[config.mk]
export PLATFORM = sky130hd
export DESIGN_NAME = polynomial_sine_tone_generator_top
export DESIGN_NICKNAME = d
export VERILOG_FILES = /design/src/rtl/pstg_pkg.sv /design/src/rtl/pstg_dpath.sv /design/src/rtl/pstg_ctrl.sv /design/src/rtl/polynomial_sine_tone_generator_top.sv
export SDC_FILE = /design/constraint.sdc
export NUM_CORES = 2
export LEC_CHECK = 0
export BUFFER_PORTS_ARGS = -buffer_cell sky130_fd_sc_hd__buf_2
export CAP_MARGIN = 20
export CORE_MARGIN = 2
export CORE_UTILIZATION = 60
export CTS_CLUSTER_DIAMETER = 100
export DETAILED_ROUTE_END_ITERATION = 12
export PLACE_DENSITY = 0.76
export SYNTH_ARGS = -nofsm -noshare
export SYNTH_HDL_FRONTEND = slang
export SYNTH_SLANG_ARGS = --single-unit
export TNS_END_PERCENT = 50
[constraint.sdc]
create_clock -name clk -period 22 [get_ports clk]
set_input_delay 1.1 -clock clk [delete_from_list [all_inputs] [get_ports clk]]
set_output_delay 1.1 -clock clk [all_outputs]
set_load 0.02 [all_outputs]
[src/rtl/pstg_pkg.sv]
`timescale 1ns / 1ps
// ----------------------------------------------------------------------------
// pstg_pkg - shared types and codes for the polynomial sine tone generator
// Holds port widths, register indexes, the controller-to-datapath command
// word and its op and term codes.
// ----------------------------------------------------------------------------
package pstg_pkg;

    // Port widths
    localparam int SAMPLE_W    = 16;
    localparam int PEAK_W      = 15;
    localparam int STEP_W      = 32;
    localparam int CFG_DATA_W  = 32;
    localparam int CFG_INDEX_W = 2;

    // Configuration register indexes
    localparam logic [CFG_INDEX_W-1:0] REG_PHASE_STEP = 2'd0;
    localparam logic [CFG_INDEX_W-1:0] REG_PEAK_LEVEL = 2'd1;

    // Datapath operations, one per cycle
    localparam logic [3:0] OP_NOP       = 4'd0;
    localparam logic [3:0] OP_START     = 4'd1;  // latch phase, advance accumulator
    localparam logic [3:0] OP_MUL_ANG   = 4'd2;  // |p| * pi/4
    localparam logic [3:0] OP_MUL_X2    = 4'd3;  // angle squared
    localparam logic [3:0] OP_LOAD_X2   = 4'd4;  // keep x^2, first dividend
    localparam logic [3:0] OP_MUL_RECIP = 4'd5;  // dividend * reciprocal
    localparam logic [3:0] OP_MUL_QK    = 4'd6;  // quotient estimate * divisor
    localparam logic [3:0] OP_CORRECT   = 4'd7;  // fix quotient, form Horner term
    localparam logic [3:0] OP_MUL_XH    = 4'd8;  // x^2 * h
    localparam logic [3:0] OP_LOAD_V    = 4'd9;  // keep next dividend
    localparam logic [3:0] OP_MUL_AH    = 4'd10; // angle * h
    localparam logic [3:0] OP_MUL_PK    = 4'd11; // sine * peak level
    localparam logic [3:0] OP_FINISH    = 4'd12; // saturate, sign, load output

    // Horner term index, innermost first
    localparam logic [1:0] TERM_72 = 2'd0;
    localparam logic [1:0] TERM_42 = 2'd1;
    localparam logic [1:0] TERM_20 = 2'd2;
    localparam logic [1:0] TERM_6  = 2'd3;

    typedef struct packed {
        logic [3:0] op;
        logic [1:0] term;
    } pstg_cmd_t;

endpackage

[src/rtl/pstg_dpath.sv]
`timescale 1ns / 1ps
// ----------------------------------------------------------------------------
// pstg_dpath - datapath of the polynomial sine tone generator
// Phase accumulator, configuration registers, one shared 33x32 multiplier
// with its product register, and the working registers of the Horner series.
// ----------------------------------------------------------------------------
module pstg_dpath #(
    parameter int PHASE_BITS = 32
) (
    input  logic                                 clk,
    input  logic                                 rst_n,
    input  pstg_pkg::pstg_cmd_t                  cmd,
    input  logic                                 restart,
    input  logic                                 buffer_end,
    input  logic                                 cfg_write,
    input  logic [pstg_pkg::CFG_INDEX_W-1:0]     cfg_index,
    input  logic [pstg_pkg::CFG_DATA_W-1:0]      cfg_data,
    output logic signed [pstg_pkg::SAMPLE_W-1:0] left_sample,
    output logic signed [pstg_pkg::SAMPLE_W-1:0] right_sample,
    output logic                                 last
);

    localparam logic [31:0] PHASE_STEP_RST = 32'd35791394;
    localparam logic [14:0] PEAK_LEVEL_RST = 15'd9830;
    localparam logic [31:0] PI_OVER_4_Q32  = 32'hC90F_DAA2;
    localparam logic [31:0] ONE_Q29        = 32'h2000_0000;
    localparam logic [16:0] SAMPLE_MAX     = 17'd32767;

    // Divisor, reciprocal floor(2^s/K) and shift s for each Horner term
    function automatic logic [31:0] term_divisor(input logic [1:0] term);
        logic [31:0] d;
        case (term)
            pstg_pkg::TERM_72: d = 32'd72;
            pstg_pkg::TERM_42: d = 32'd42;
            pstg_pkg::TERM_20: d = 32'd20;
            pstg_pkg::TERM_6:  d = 32'd6;
            default:           d = 32'd0;
        endcase
        return d;
    endfunction

    function automatic logic [31:0] term_recip(input logic [1:0] term);
        logic [31:0] m;
        case (term)
            pstg_pkg::TERM_72: m = 32'd3817748707;
            pstg_pkg::TERM_42: m = 32'd3272356035;
            pstg_pkg::TERM_20: m = 32'd3435973836;
            pstg_pkg::TERM_6:  m = 32'd2863311530;
            default:           m = 32'd0;
        endcase
        return m;
    endfunction

    function automatic logic [5:0] term_shift(input logic [1:0] term);
        logic [5:0] s;
        case (term)
            pstg_pkg::TERM_72: s = 6'd38;
            pstg_pkg::TERM_42: s = 6'd37;
            pstg_pkg::TERM_20: s = 6'd36;
            pstg_pkg::TERM_6:  s = 6'd34;
            default:           s = 6'd0;
        endcase
        return s;
    endfunction

    // Control state and configuration
    logic [31:0]                  phase_step_reg, phase_step_next;
    logic [14:0]                  peak_level_reg, peak_level_next;
    logic [PHASE_BITS-1:0]        phase_acc_reg,  phase_acc_next;

    // Working registers
    logic [31:0]                  mag_reg,        mag_next;
    logic                         neg_reg,        neg_next;
    logic                         frame_last_reg, frame_last_next;
    logic [30:0]                  ang_reg,        ang_next;
    logic [32:0]                  x2_reg,         x2_next;
    logic [32:0]                  v_reg,          v_next;
    logic [30:0]                  q_reg,          q_next;
    logic [29:0]                  h_reg,          h_next;
    logic [64:0]                  prod_reg,       prod_next;
    logic [15:0]                  sample_reg,     sample_next;
    logic                         last_reg,       last_next;

    logic [PHASE_BITS-1:0]        phase_cur;
    logic [31:0]                  phase_top;
    logic [32:0]                  mul_a;
    logic [31:0]                  mul_b;
    logic [63:0]                  mul_lo;
    logic [64:0]                  mul_prod;
    logic [64:0]                  q_shifted;
    logic [30:0]                  q_est;
    logic [32:0]                  rem;
    logic                         q_carry;
    logic [31:0]                  h_calc;
    logic [16:0]                  smp_mag;
    logic [14:0]                  smp_sat;
    logic [15:0]                  smp_pos;

    // Phase of this frame, top 32 bits read as a signed fraction of a turn
    assign phase_cur = restart ? '0 : phase_acc_reg;

    generate
        if (PHASE_BITS >= 32) begin : g_top_wide
            assign phase_top = phase_cur[PHASE_BITS-1 -: 32];
        end else begin : g_top_narrow
            assign phase_top = {phase_cur, {(32-PHASE_BITS){1'b0}}};
        end
    endgenerate

    // Operand select for the shared multiplier
    always_comb
    begin
        mul_a = '0;
        mul_b = '0;
        case (cmd.op)
            pstg_pkg::OP_MUL_ANG:
            begin
                mul_a = {1'b0, mag_reg};
                mul_b = PI_OVER_4_Q32;
            end
            pstg_pkg::OP_MUL_X2:
            begin
                mul_a = {2'b00, prod_reg[62:32]};
                mul_b = {1'b0, prod_reg[62:32]};
            end
            pstg_pkg::OP_MUL_RECIP:
            begin
                mul_a = v_reg;
                mul_b = term_recip(cmd.term);
            end
            pstg_pkg::OP_MUL_QK:
            begin
                mul_a = {2'b00, q_est};
                mul_b = term_divisor(cmd.term);
            end
            pstg_pkg::OP_MUL_XH:
            begin
                mul_a = x2_reg;
                mul_b = {2'b00, h_reg};
            end
            pstg_pkg::OP_MUL_AH:
            begin
                mul_a = {2'b00, ang_reg};
                mul_b = {2'b00, h_reg};
            end
            pstg_pkg::OP_MUL_PK:
            begin
                mul_a = prod_reg[61:29];
                mul_b = {17'd0, peak_level_reg};
            end
            default:
            begin
                mul_a = '0;
                mul_b = '0;
            end
        endcase
    end

    // 32x32 core plus the top bit of A as a shifted add
    assign mul_lo   = 64'(mul_a[31:0]) * 64'(mul_b);
    assign mul_prod = {1'b0, mul_lo} + (mul_a[32] ? {1'b0, mul_b, 32'd0} : 65'd0);

    // Quotient estimate from the reciprocal product, low by at most one
    assign q_shifted = prod_reg >> term_shift(cmd.term);
    assign q_est     = q_shifted[30:0];

    // Correction: one more if the remainder still holds the divisor
    assign rem     = v_reg - prod_reg[32:0];
    assign q_carry = (rem >= {1'b0, term_divisor(cmd.term)});
    assign h_calc  = ONE_Q29 - {1'b0, q_reg} - {31'd0, q_carry};

    // Output scaling: truncate, saturate magnitude, then apply sign
    assign smp_mag = prod_reg[45:29];
    assign smp_sat = (smp_mag > SAMPLE_MAX) ? SAMPLE_MAX[14:0] : smp_mag[14:0];
    assign smp_pos = {1'b0, smp_sat};

    // Next-state logic
    always_comb
    begin
        phase_step_next = phase_step_reg;
        peak_level_next = peak_level_reg;
        phase_acc_next  = phase_acc_reg;
        mag_next        = mag_reg;
        neg_next        = neg_reg;
        frame_last_next = frame_last_reg;
        ang_next        = ang_reg;
        x2_next         = x2_reg;
        v_next          = v_reg;
        q_next          = q_reg;
        h_next          = h_reg;
        prod_next       = prod_reg;
        sample_next     = sample_reg;
        last_next       = last_reg;

        if (cfg_write)
        begin
            case (cfg_index)
                pstg_pkg::REG_PHASE_STEP: phase_step_next = cfg_data;
                pstg_pkg::REG_PEAK_LEVEL: peak_level_next = cfg_data[14:0];
                default:                  ;
            endcase
        end

        case (cmd.op)
            pstg_pkg::OP_START:
            begin
                neg_next        = phase_top[31];
                mag_next        = phase_top[31] ? (32'd0 - phase_top) : phase_top;
                frame_last_next = buffer_end;
                phase_acc_next  = phase_cur + PHASE_BITS'(phase_step_reg);
            end
            pstg_pkg::OP_MUL_ANG,
            pstg_pkg::OP_MUL_RECIP,
            pstg_pkg::OP_MUL_XH,
            pstg_pkg::OP_MUL_AH,
            pstg_pkg::OP_MUL_PK:
            begin
                prod_next = mul_prod;
            end
            pstg_pkg::OP_MUL_X2:
            begin
                ang_next  = prod_reg[62:32];
                prod_next = mul_prod;
            end
            pstg_pkg::OP_LOAD_X2:
            begin
                x2_next = prod_reg[61:29];
                v_next  = prod_reg[61:29];
            end
            pstg_pkg::OP_MUL_QK:
            begin
                q_next    = q_est;
                prod_next = mul_prod;
            end
            pstg_pkg::OP_CORRECT:
            begin
                h_next = h_calc[29:0];
            end
            pstg_pkg::OP_LOAD_V:
            begin
                v_next = prod_reg[61:29];
            end
            pstg_pkg::OP_FINISH:
            begin
                sample_next = neg_reg ? (16'd0 - smp_pos) : smp_pos;
                last_next   = frame_last_reg;
            end
            default: ;
        endcase
    end

    // Configuration and phase state
    always_ff @(posedge clk or negedge rst_n)
    begin
        if (!rst_n)
        begin
            phase_step_reg <= PHASE_STEP_RST;
            peak_level_reg <= PEAK_LEVEL_RST;
            phase_acc_reg  <= '0;
        end
        else
        begin
            phase_step_reg <= phase_step_next;
            peak_level_reg <= peak_level_next;
            phase_acc_reg  <= phase_acc_next;
        end
    end

    // Payload registers, no reset
    always_ff @(posedge clk)
    begin
        mag_reg        <= mag_next;
        neg_reg        <= neg_next;
        frame_last_reg <= frame_last_next;
        ang_reg        <= ang_next;
        x2_reg         <= x2_next;
        v_reg          <= v_next;
        q_reg          <= q_next;
        h_reg          <= h_next;
        prod_reg       <= prod_next;
        sample_reg     <= sample_next;
        last_reg       <= last_next;
    end

    assign left_sample  = sample_reg;
    assign right_sample = sample_reg;
    assign last         = last_reg;

endmodule

[src/rtl/pstg_ctrl.sv]
`timescale 1ns / 1ps
// ----------------------------------------------------------------------------
// pstg_ctrl - sequencer of the polynomial sine tone generator
// Steps the datapath through one frame, counts the Horner terms and owns
// both handshakes, including the output holding slot.
// ----------------------------------------------------------------------------
module pstg_ctrl (
    input  logic                clk,
    input  logic                rst_n,
    input  logic                in_valid,
    output logic                in_stall,
    output logic                out_valid,
    input  logic                out_stall,
    output pstg_pkg::pstg_cmd_t cmd
);

    localparam logic [3:0] ST_IDLE  = 4'd0;
    localparam logic [3:0] ST_ANG   = 4'd1;
    localparam logic [3:0] ST_X2    = 4'd2;
    localparam logic [3:0] ST_LDX2  = 4'd3;
    localparam logic [3:0] ST_RECIP = 4'd4;
    localparam logic [3:0] ST_QK    = 4'd5;
    localparam logic [3:0] ST_CORR  = 4'd6;
    localparam logic [3:0] ST_XH    = 4'd7;
    localparam logic [3:0] ST_LDV   = 4'd8;
    localparam logic [3:0] ST_AH    = 4'd9;
    localparam logic [3:0] ST_PK    = 4'd10;
    localparam logic [3:0] ST_FIN   = 4'd11;

    logic [3:0] state_reg,     state_next;
    logic [1:0] term_reg,      term_next;
    logic       out_valid_reg, out_valid_next;
    logic [3:0] cmd_op;

    // Frame sequence
    always_comb
    begin
        state_next = state_reg;
        term_next  = term_reg;
        cmd_op     = pstg_pkg::OP_NOP;
        case (state_reg)
            ST_IDLE:
            begin
                if (in_valid)
                begin
                    cmd_op     = pstg_pkg::OP_START;
                    term_next  = pstg_pkg::TERM_72;
                    state_next = ST_ANG;
                end
            end
            ST_ANG:
            begin
                cmd_op     = pstg_pkg::OP_MUL_ANG;
                state_next = ST_X2;
            end
            ST_X2:
            begin
                cmd_op     = pstg_pkg::OP_MUL_X2;
                state_next = ST_LDX2;
            end
            ST_LDX2:
            begin
                cmd_op     = pstg_pkg::OP_LOAD_X2;
                state_next = ST_RECIP;
            end
            ST_RECIP:
            begin
                cmd_op     = pstg_pkg::OP_MUL_RECIP;
                state_next = ST_QK;
            end
            ST_QK:
            begin
                cmd_op     = pstg_pkg::OP_MUL_QK;
                state_next = ST_CORR;
            end
            ST_CORR:
            begin
                cmd_op = pstg_pkg::OP_CORRECT;
                if (term_reg == pstg_pkg::TERM_6)
                begin
                    state_next = ST_AH;
                end
                else
                begin
                    term_next  = term_reg + 2'd1;
                    state_next = ST_XH;
                end
            end
            ST_XH:
            begin
                cmd_op     = pstg_pkg::OP_MUL_XH;
                state_next = ST_LDV;
            end
            ST_LDV:
            begin
                cmd_op     = pstg_pkg::OP_LOAD_V;
                state_next = ST_RECIP;
            end
            ST_AH:
            begin
                cmd_op     = pstg_pkg::OP_MUL_AH;
                state_next = ST_PK;
            end
            ST_PK:
            begin
                cmd_op     = pstg_pkg::OP_MUL_PK;
                state_next = ST_FIN;
            end
            ST_FIN:
            begin
                // wait here while the previous result is still held
                if (!out_valid_reg || !out_stall)
                begin
                    cmd_op     = pstg_pkg::OP_FINISH;
                    state_next = ST_IDLE;
                end
            end
            default:
            begin
                state_next = ST_IDLE;
            end
        endcase
    end

    // Output slot: set by a finish, cleared when the transaction completes
    always_comb
    begin
        out_valid_next = out_valid_reg;
        if (cmd_op == pstg_pkg::OP_FINISH)
        begin
            out_valid_next = 1'b1;
        end
        else if (out_valid_reg && !out_stall)
        begin
            out_valid_next = 1'b0;
        end
    end

    always_ff @(posedge clk or negedge rst_n)
    begin
        if (!rst_n)
        begin
            state_reg     <= ST_IDLE;
            term_reg      <= pstg_pkg::TERM_72;
            out_valid_reg <= 1'b0;
        end
        else
        begin
            state_reg     <= state_next;
            term_reg      <= term_next;
            out_valid_reg <= out_valid_next;
        end
    end

    assign in_stall  = (state_reg != ST_IDLE);
    assign out_valid = out_valid_reg;
    assign cmd.op    = cmd_op;
    assign cmd.term  = term_reg;

`ifndef SYNTH
    a_finish_slot_free: assert property (@(posedge clk) disable iff (!rst_n)
        (cmd_op == pstg_pkg::OP_FINISH) |-> (!out_valid_reg || !out_stall))
        else $error("finish overwrote a held result");

    a_valid_from_finish: assert property (@(posedge clk) disable iff (!rst_n)
        $rose(out_valid_reg) |-> $past(cmd_op == pstg_pkg::OP_FINISH))
        else $error("result shown without a finish");

    a_accept_starts: assert property (@(posedge clk) disable iff (!rst_n)
        (in_valid && !in_stall) |=> (state_reg == ST_ANG && term_reg == pstg_pkg::TERM_72))
        else $error("accepted frame did not start the series");

    a_last_term_exit: assert property (@(posedge clk) disable iff (!rst_n)
        (state_reg == ST_CORR && term_reg == pstg_pkg::TERM_6) |=> (state_reg == ST_AH))
        else $error("series did not end after the last term");
`endif

endmodule

[src/rtl/polynomial_sine_tone_generator_top.sv]
`timescale 1ns / 1ps
// ----------------------------------------------------------------------------
// polynomial_sine_tone_generator_top - Taylor series sine tone generator
// Produces one stereo frame per input transaction from a phase accumulator,
// a 9th-order sine series in Q.29 fixed point and a peak level scale.
// ----------------------------------------------------------------------------
// The length of a frame is set by the single shared 33x32 multiplier: each
// frame runs 15 products through it back to end (angle, square, four Horner
// terms each divided by a reciprocal multiply with one correction, and the
// final two scalings). The next input is taken as soon as the sequencer is
// free, even while the last result still waits in the output register; a
// frame only pauses at its last step if that register is still held.
// phase_step and peak_level may be written at any time the block is idle.
module polynomial_sine_tone_generator_top #(
    parameter int PHASE_BITS = 32
) (
    input  logic                                 clk,
    input  logic                                 rst_n,
    input  logic                                 in_valid,
    output logic                                 in_stall,
    input  logic                                 restart,
    input  logic                                 buffer_end,
    output logic                                 out_valid,
    input  logic                                 out_stall,
    output logic signed [pstg_pkg::SAMPLE_W-1:0] left_sample,
    output logic signed [pstg_pkg::SAMPLE_W-1:0] right_sample,
    output logic                                 last,
    input  logic                                 cfg_write,
    input  logic [pstg_pkg::CFG_INDEX_W-1:0]     cfg_index,
    input  logic [pstg_pkg::CFG_DATA_W-1:0]      cfg_data
);

    pstg_pkg::pstg_cmd_t cmd;

    // Sequencer and handshakes
    pstg_ctrl u_ctrl (
        .clk       (clk),
        .rst_n     (rst_n),
        .in_valid  (in_valid),
        .in_stall  (in_stall),
        .out_valid (out_valid),
        .out_stall (out_stall),
        .cmd       (cmd)
    );

    // Arithmetic and state
    pstg_dpath #(
        .PHASE_BITS (PHASE_BITS)
    ) u_dpath (
        .clk          (clk),
        .rst_n        (rst_n),
        .cmd          (cmd),
        .restart      (restart),
        .buffer_end   (buffer_end),
        .cfg_write    (cfg_write),
        .cfg_index    (cfg_index),
        .cfg_data     (cfg_data),
        .left_sample  (left_sample),
        .right_sample (right_sample),
        .last         (last)
    );

endmodule
-- Yosys cells after proc, flatten, opt, wreduce, memory -nomap -nowiden
Cells that the tools add are included.
- register bits: 359
- input bits: 41
- add/sub/neg operators: 8
- multiply operators: 1
- magnitude comparators: 2
- eq/ne operators: 30
- shifts and indexed selects: 1
- muxes and demuxes: 22
- reductions and logical operators: 18
- operator list (operator ; count):
    $pmux 32 s4 ; 2
    $pmux 33 s7 ; 1
    $pmux 32 s6 ; 1
    $add 64x65->65 ; 1
    $shr 65x6->31 ; 1
    $mul 32x32->64 ; 1
    $mux 64 ; 1
    $pmux 4 s12 ; 1
    $pmux 4 s11 ; 1
    $eq 4x4->1 const B ; 9
    $ge 33x32->1 ; 1
    $sub 33x33->33 ; 1
    $add 32x32->32 ; 1
    $eq 4x3->1 const B ; 8
    $mux 32 ; 1
    $sub 1x32->32 const A ; 1
    $mux 31 ; 1
    $mux 15 ; 2
    $sub 30x1->30 ; 1
    $sub 30x30->30 const A ; 1
    $pmux 6 s4 ; 1
    $gt 17x15->1 const B ; 1
    $eq 4x2->1 const B ; 4
    $mux 4 ; 4
    21 further kinds ; 35

-- Logic depth before layout (Yosys ltp)
- word-level depth: 9
- mapped depth: 42
- mapped depth without buffers: 37

-- Cells and area by module
Synthesis repeated with hierarchy kept, for this count alone.
- cells, all modules: 5892
- area, all modules: 54467.2 µm²
- by module, submodules not included (module ; times used ; cells an instance ; area an instance (µm²) ; sequential area each (µm²)):
    pstg_dpath ; 1 ; 5839 ; 53988.0 ; 10192.3
    pstg_ctrl ; 1 ; 53 ; 479.2 ; 175.2

-- Least setup slack after synthesis
No wires, ideal clock.
- path type: reg-to-reg
- start point: reg u_ctrl.state_reg[3]
- end point: reg u_dpath.prod_reg[61] (data pin)
- setup time: 0.264 ns
- data arrival time: 9.554 ns
- required time: 21.736 ns
- slack: 12.182 ns
- cell stages (with the launch flop): 31
- period minus slack after synthesis: 9.818 ns
- cell sequence: dfrtp_1 nand2b_1 nor2_1 clkbuf_1 buf_1 clkbuf_1 a21oi_1 clkbuf_1 nor2_1 fa_1 fa_1 inv_1 fa_1 fa_1 inv_1 fa_1 fa_1 fa_1 fa_1 ha_1 a21o_1 a21o_1 a21o_1 or3_1 o21a_1 o21ai_1 nor3_1 nor2_1 o2111a_1 o311ai_1 xnor2_1
- cells in the longest elaborated chain, start to end: 7
- ends and longest elaborated chain (what ; RTL line ; text):
    start: declaration ; pstg_ctrl.sv:30 ; logic [3:0] state_reg, state_next;
    start signal: assignment ; pstg_ctrl.sv:149 ; state_reg <= state_next;
    $eq 4x4->1, or another cell as far along ; pstg_ctrl.sv:41 ; case (state_reg)
    $pmux 4 s12 (*) ; pstg_ctrl.sv:41 ;
    $eq 4x4->1 ; pstg_dpath.sv:115 ; case (cmd.op)
    $reduce_or 2->1 (no source line) ; - ;
    $pmux 32 s6 ; pstg_dpath.sv:115 ;
    $mul 32x32->64 / $mux 64 (equally long branches) ; pstg_dpath.sv:160, pstg_dpath.sv:161 ;
    $add 64x65->65 (*) ; pstg_dpath.sv:161 ; assign mul_prod = {1'b0, mul_lo} + (mul_a[32] ? {1'b0, mul_b, 32'd0} : 65'd0);
    via u_dpath.mul_prod[61] ; pstg_dpath.sv:89 ; logic [64:0] mul_prod;
    end signal: assignment ; pstg_dpath.sv:280 ; prod_reg <= prod_next;
    end: declaration ; pstg_dpath.sv:80 ; logic [64:0] prod_reg, prod_next;
The timed path passes the listed nets; every way through them passes the cells marked *.
A chain may end at the register's enable or synchronous reset.

-- Worst setup path after layout
- start point: reg u_ctrl.term_reg[1]
- end point: reg u_dpath.prod_reg[60] (data pin)
- cells in the longest elaborated chain, start to end: 6
- ends and longest elaborated chain (what ; RTL line ; text):
    start: declaration ; pstg_ctrl.sv:31 ; logic [1:0] term_reg, term_next;
    start signal: assignment ; pstg_ctrl.sv:144 ; term_reg <= pstg_pkg::TERM_72;
    start signal: assignment ; pstg_ctrl.sv:150 ; term_reg <= term_next;
    $eq 2x2->1, or another cell as far along ; pstg_dpath.sv:56 ; case (term)
    $pmux 6 s4 (*) ; pstg_dpath.sv:56 ;
    $shr 65x6->31 (*) ; pstg_dpath.sv:164 ; assign q_shifted = prod_reg >> term_shift(cmd.term);
    via u_dpath.q_shifted[16] ; pstg_dpath.sv:90 ; logic [64:0] q_shifted;
    $pmux 33 s7 (*) ; pstg_dpath.sv:115 ;
    $mul 32x32->64 (*) ; pstg_dpath.sv:160 ; assign mul_lo = 64'(mul_a[31:0]) * 64'(mul_b);
    $add 64x65->65 (*) ; pstg_dpath.sv:161 ;
    via u_dpath.mul_prod[60] ; pstg_dpath.sv:89 ;
The timed path passes the listed nets; every way through them passes the cells marked *. The select of a mux whose other input is x is not followed.

==> summary.txt <==
Timing
  – Worst slew margin: 0.1545
  – Final hold violation count: 0
  – Final setup viols: 0
  – Max Fclk: 90.32 MHz
  – Fin crit share: 0.5033
  – Fin crit period: 11070 ps
  – Clock Skew: 24.93 ps
  – Final setup TNS: 0 ps
  – RSZ-0062 raised after global routing: no
  – Final Max Slew Viols: 0
  – Worst-Margin Slew: 1268 ps

Global routing
  – First-pass GRT wire length: 260900 µm
  – Largest net degree at the start of global routing: 70
  – GR Overflow Total: 0
  – Number of global-route vias before repair: 44190
  – GRT Total Usage: 0.3743
  – Initial antenna violation count: 3

Synth
  – Post-Syn Area: 53950 µm²
  – Yosys warning count: 0
  – Synth Flop Type: edfxtp_1
  – Number of flops mapped to enable cells by yosys: 273
  – Dominant cells by area after synthesis: fa_1, edfxtp_1, ha_1
  – Synth cell count leaders: inv_1, fa_1, nor2_1, nand2_1, ha_1
  – Sequential cell area fraction in the yosys report: 0.1922
  – Area leader, netlist: fa_1
  – Post-synth cell types: 86
  – Post-synthesis cell count: 5800
  – Asr flop ratio synth: 0.2396
  – Avg Inst Size Synth: 9.301 µm²
  – Flops & latches, synth: 359
  – Most common cell in the netlist: inv_1
  – Synth Net Count: 7154
  – Yosys top cell area share: 0.3458

Hold path
  – Hold crit path type: input pin to asynchronous set/reset pin

Setup path
  – FF-to-FF path depth: 32
  – WP buf/inv: 6
  – CP top delay family: adder cells
  – Cell mode on critical path: fa_1
  – CP Max Fanout: 42
  – Crit path depth: 32
  – CP required: 22310 ps
  – Crit Path Class: flip-flop to flip-flop
  – Cell with the largest stage delay on the worst path: and4_1
  – Endpoint class of the critical path: flip-flop
  – Startpoint types: flip-flop
  – Crit path largest cell delay: 1050 ps
  – Critical path arrival: 11380 ps

Die
  – Die width: 303.9 µm
  – Initial core utilization: 0.6076
  – Die area: 92330 µm²
  – Die Y: 303.9 µm
  – Row cnt: 109
  – Core area: 88780 µm²
  – Top Ports: 76

Finish
  – Area grow syn2layout: 5.492%
  – Fillcell total: 7259
  – Max reg flops: 65
  – Fin nets: 7077
  – Layout cells sized above 1: 0.06711
  – ANT cells: 0
  – Sequential cell area: 10370 µm²
  – Multi-input gate area: 38500 µm²
  – Final Instance Count excl. Fillers: 6917
  – Fin area: 56910 µm²

Job
  – Number of max-cap violations: 0

Clock tree
  – TritonCTS clock tree: built
  – Hold_buf cts: 0
  – CTS Sinks: 359
  – Clock Pin Slew Worst Setup and Hold Paths: 60 ps
  – Worst-Skew Late Latency: 570 ps
  – # Post-CTS Setup Buffers: 0
  – CTS root buf: clkbuf_16
  – CTS max path bufs: 3
  – H-tree Lvls: 2
  – CTS buffer count: 38
  – Cells resized by post-CTS repair: 0

Drt
  – Routed Antenna Nets: 0
  – Residual DRC: 0
  – Vias per inst: 6.130
  – Wire per inst: 24.54 µm
  – DR iter-0 viols: 4326
  – WL final: 169700 µm
  – DR vias: 42400
  – DR pass1 iterations: 8

Placed design
  – Post-Place Cells: 6848
  – Routability-driven placement congestion ratio: 1.005
  – Placed cell area: 55630 µm²
  – I/O Buffers: 75
  – Detailed placement HPWL: 132000 µm

Status
  – Status: finished clean
placed cells by master, fill, tap and decap left out, types with 85 or more instances in the layout:
cell type and n:
a21oi_1 146, a22oi_1 89, buf_4 124, edfxtp_1 273, fa_1 932, ha_1 380
inv_1 1064, nand2_1 713, nor2_1 736, o21ai_0 126, xnor2_1 85
per-stage QoR:
stage	util	setup WS (ps)	hold WS, ps
2_1_floorplan	-	12180	400.3
3_3_place_gp	0.6266	11350	400.4
3_5_place_dp	0.6266	11240	414.6
4_1_cts	0.6410	11210	382.7
5_1_grt	0.6410	10470	391.1
6_report	0.6410	10930	391.9
cell families (layout without fill, tap and decap cells):
logic type / Yosys count / in the layout / synth area share
buf+inv: 1382 / 1334 / 0.09766
mux: 96 / 96 / 0.02220
compound gates: 694 / 694 / 0.08598
flops: 359 / 359 / 0.1922
xor+xnor: 162 / 162 / 0.02630
simple gates: 1794 / 1794 / 0.1415
fa+ha+maj: 1313 / 1313 / 0.4342
metal layers:
metal | vias up | GRT usage | routed length, µm
li1 | 18170 | - | -
met1 | 21130 | 0.4836 | 61890
met2 | 2526 | 0.5752 | 75860
met3 | 566 | 0.1100 | 21180
met4 | 2 | 0.1959 | 10770
met5 | - | 0 | 11
area by class of cell:
cell class,count,area share
multi-input cells,4059,0.6765
clock buffers,50,0.01897
inverters,1067,0.07037
flip-flops and latches,359,0.1822
well taps,1165,0.02561
repair buffers,198,0.02286
clock inverters,19,0.003518
path summary, 6_finish.rpt:
path | endpoint | slack, ps | startpoint
max in group asynchronous | u_dpath.phase_acc_reg[0]$_DFFE_PN0N_ | 20470 | rst_n
worst max-delay path | u_dpath.prod_reg[60]$_DFFE_PP_ | 10930 | u_ctrl.term_reg[1]$_DFFE_PN0P_
worst max register to register | u_dpath.prod_reg[60]$_DFFE_PP_ | 10930 | u_ctrl.term_reg[1]$_DFFE_PN0P_
worst min-delay path | u_dpath.phase_step_reg[15]$_DFFE_PN0P_ | 390 | rst_n
worst min register to register | u_dpath.last$_DFFE_PP_ | 430 | u_dpath.frame_last_reg$_DFFE_PN_
min in group clk | u_dpath.last$_DFFE_PP_ | 430 | u_dpath.frame_last_reg$_DFFE_PN_
Power is left out: the tool's default activity adds up to more than one toggle a clock period on the data nets, which glitch-free logic cannot reach.
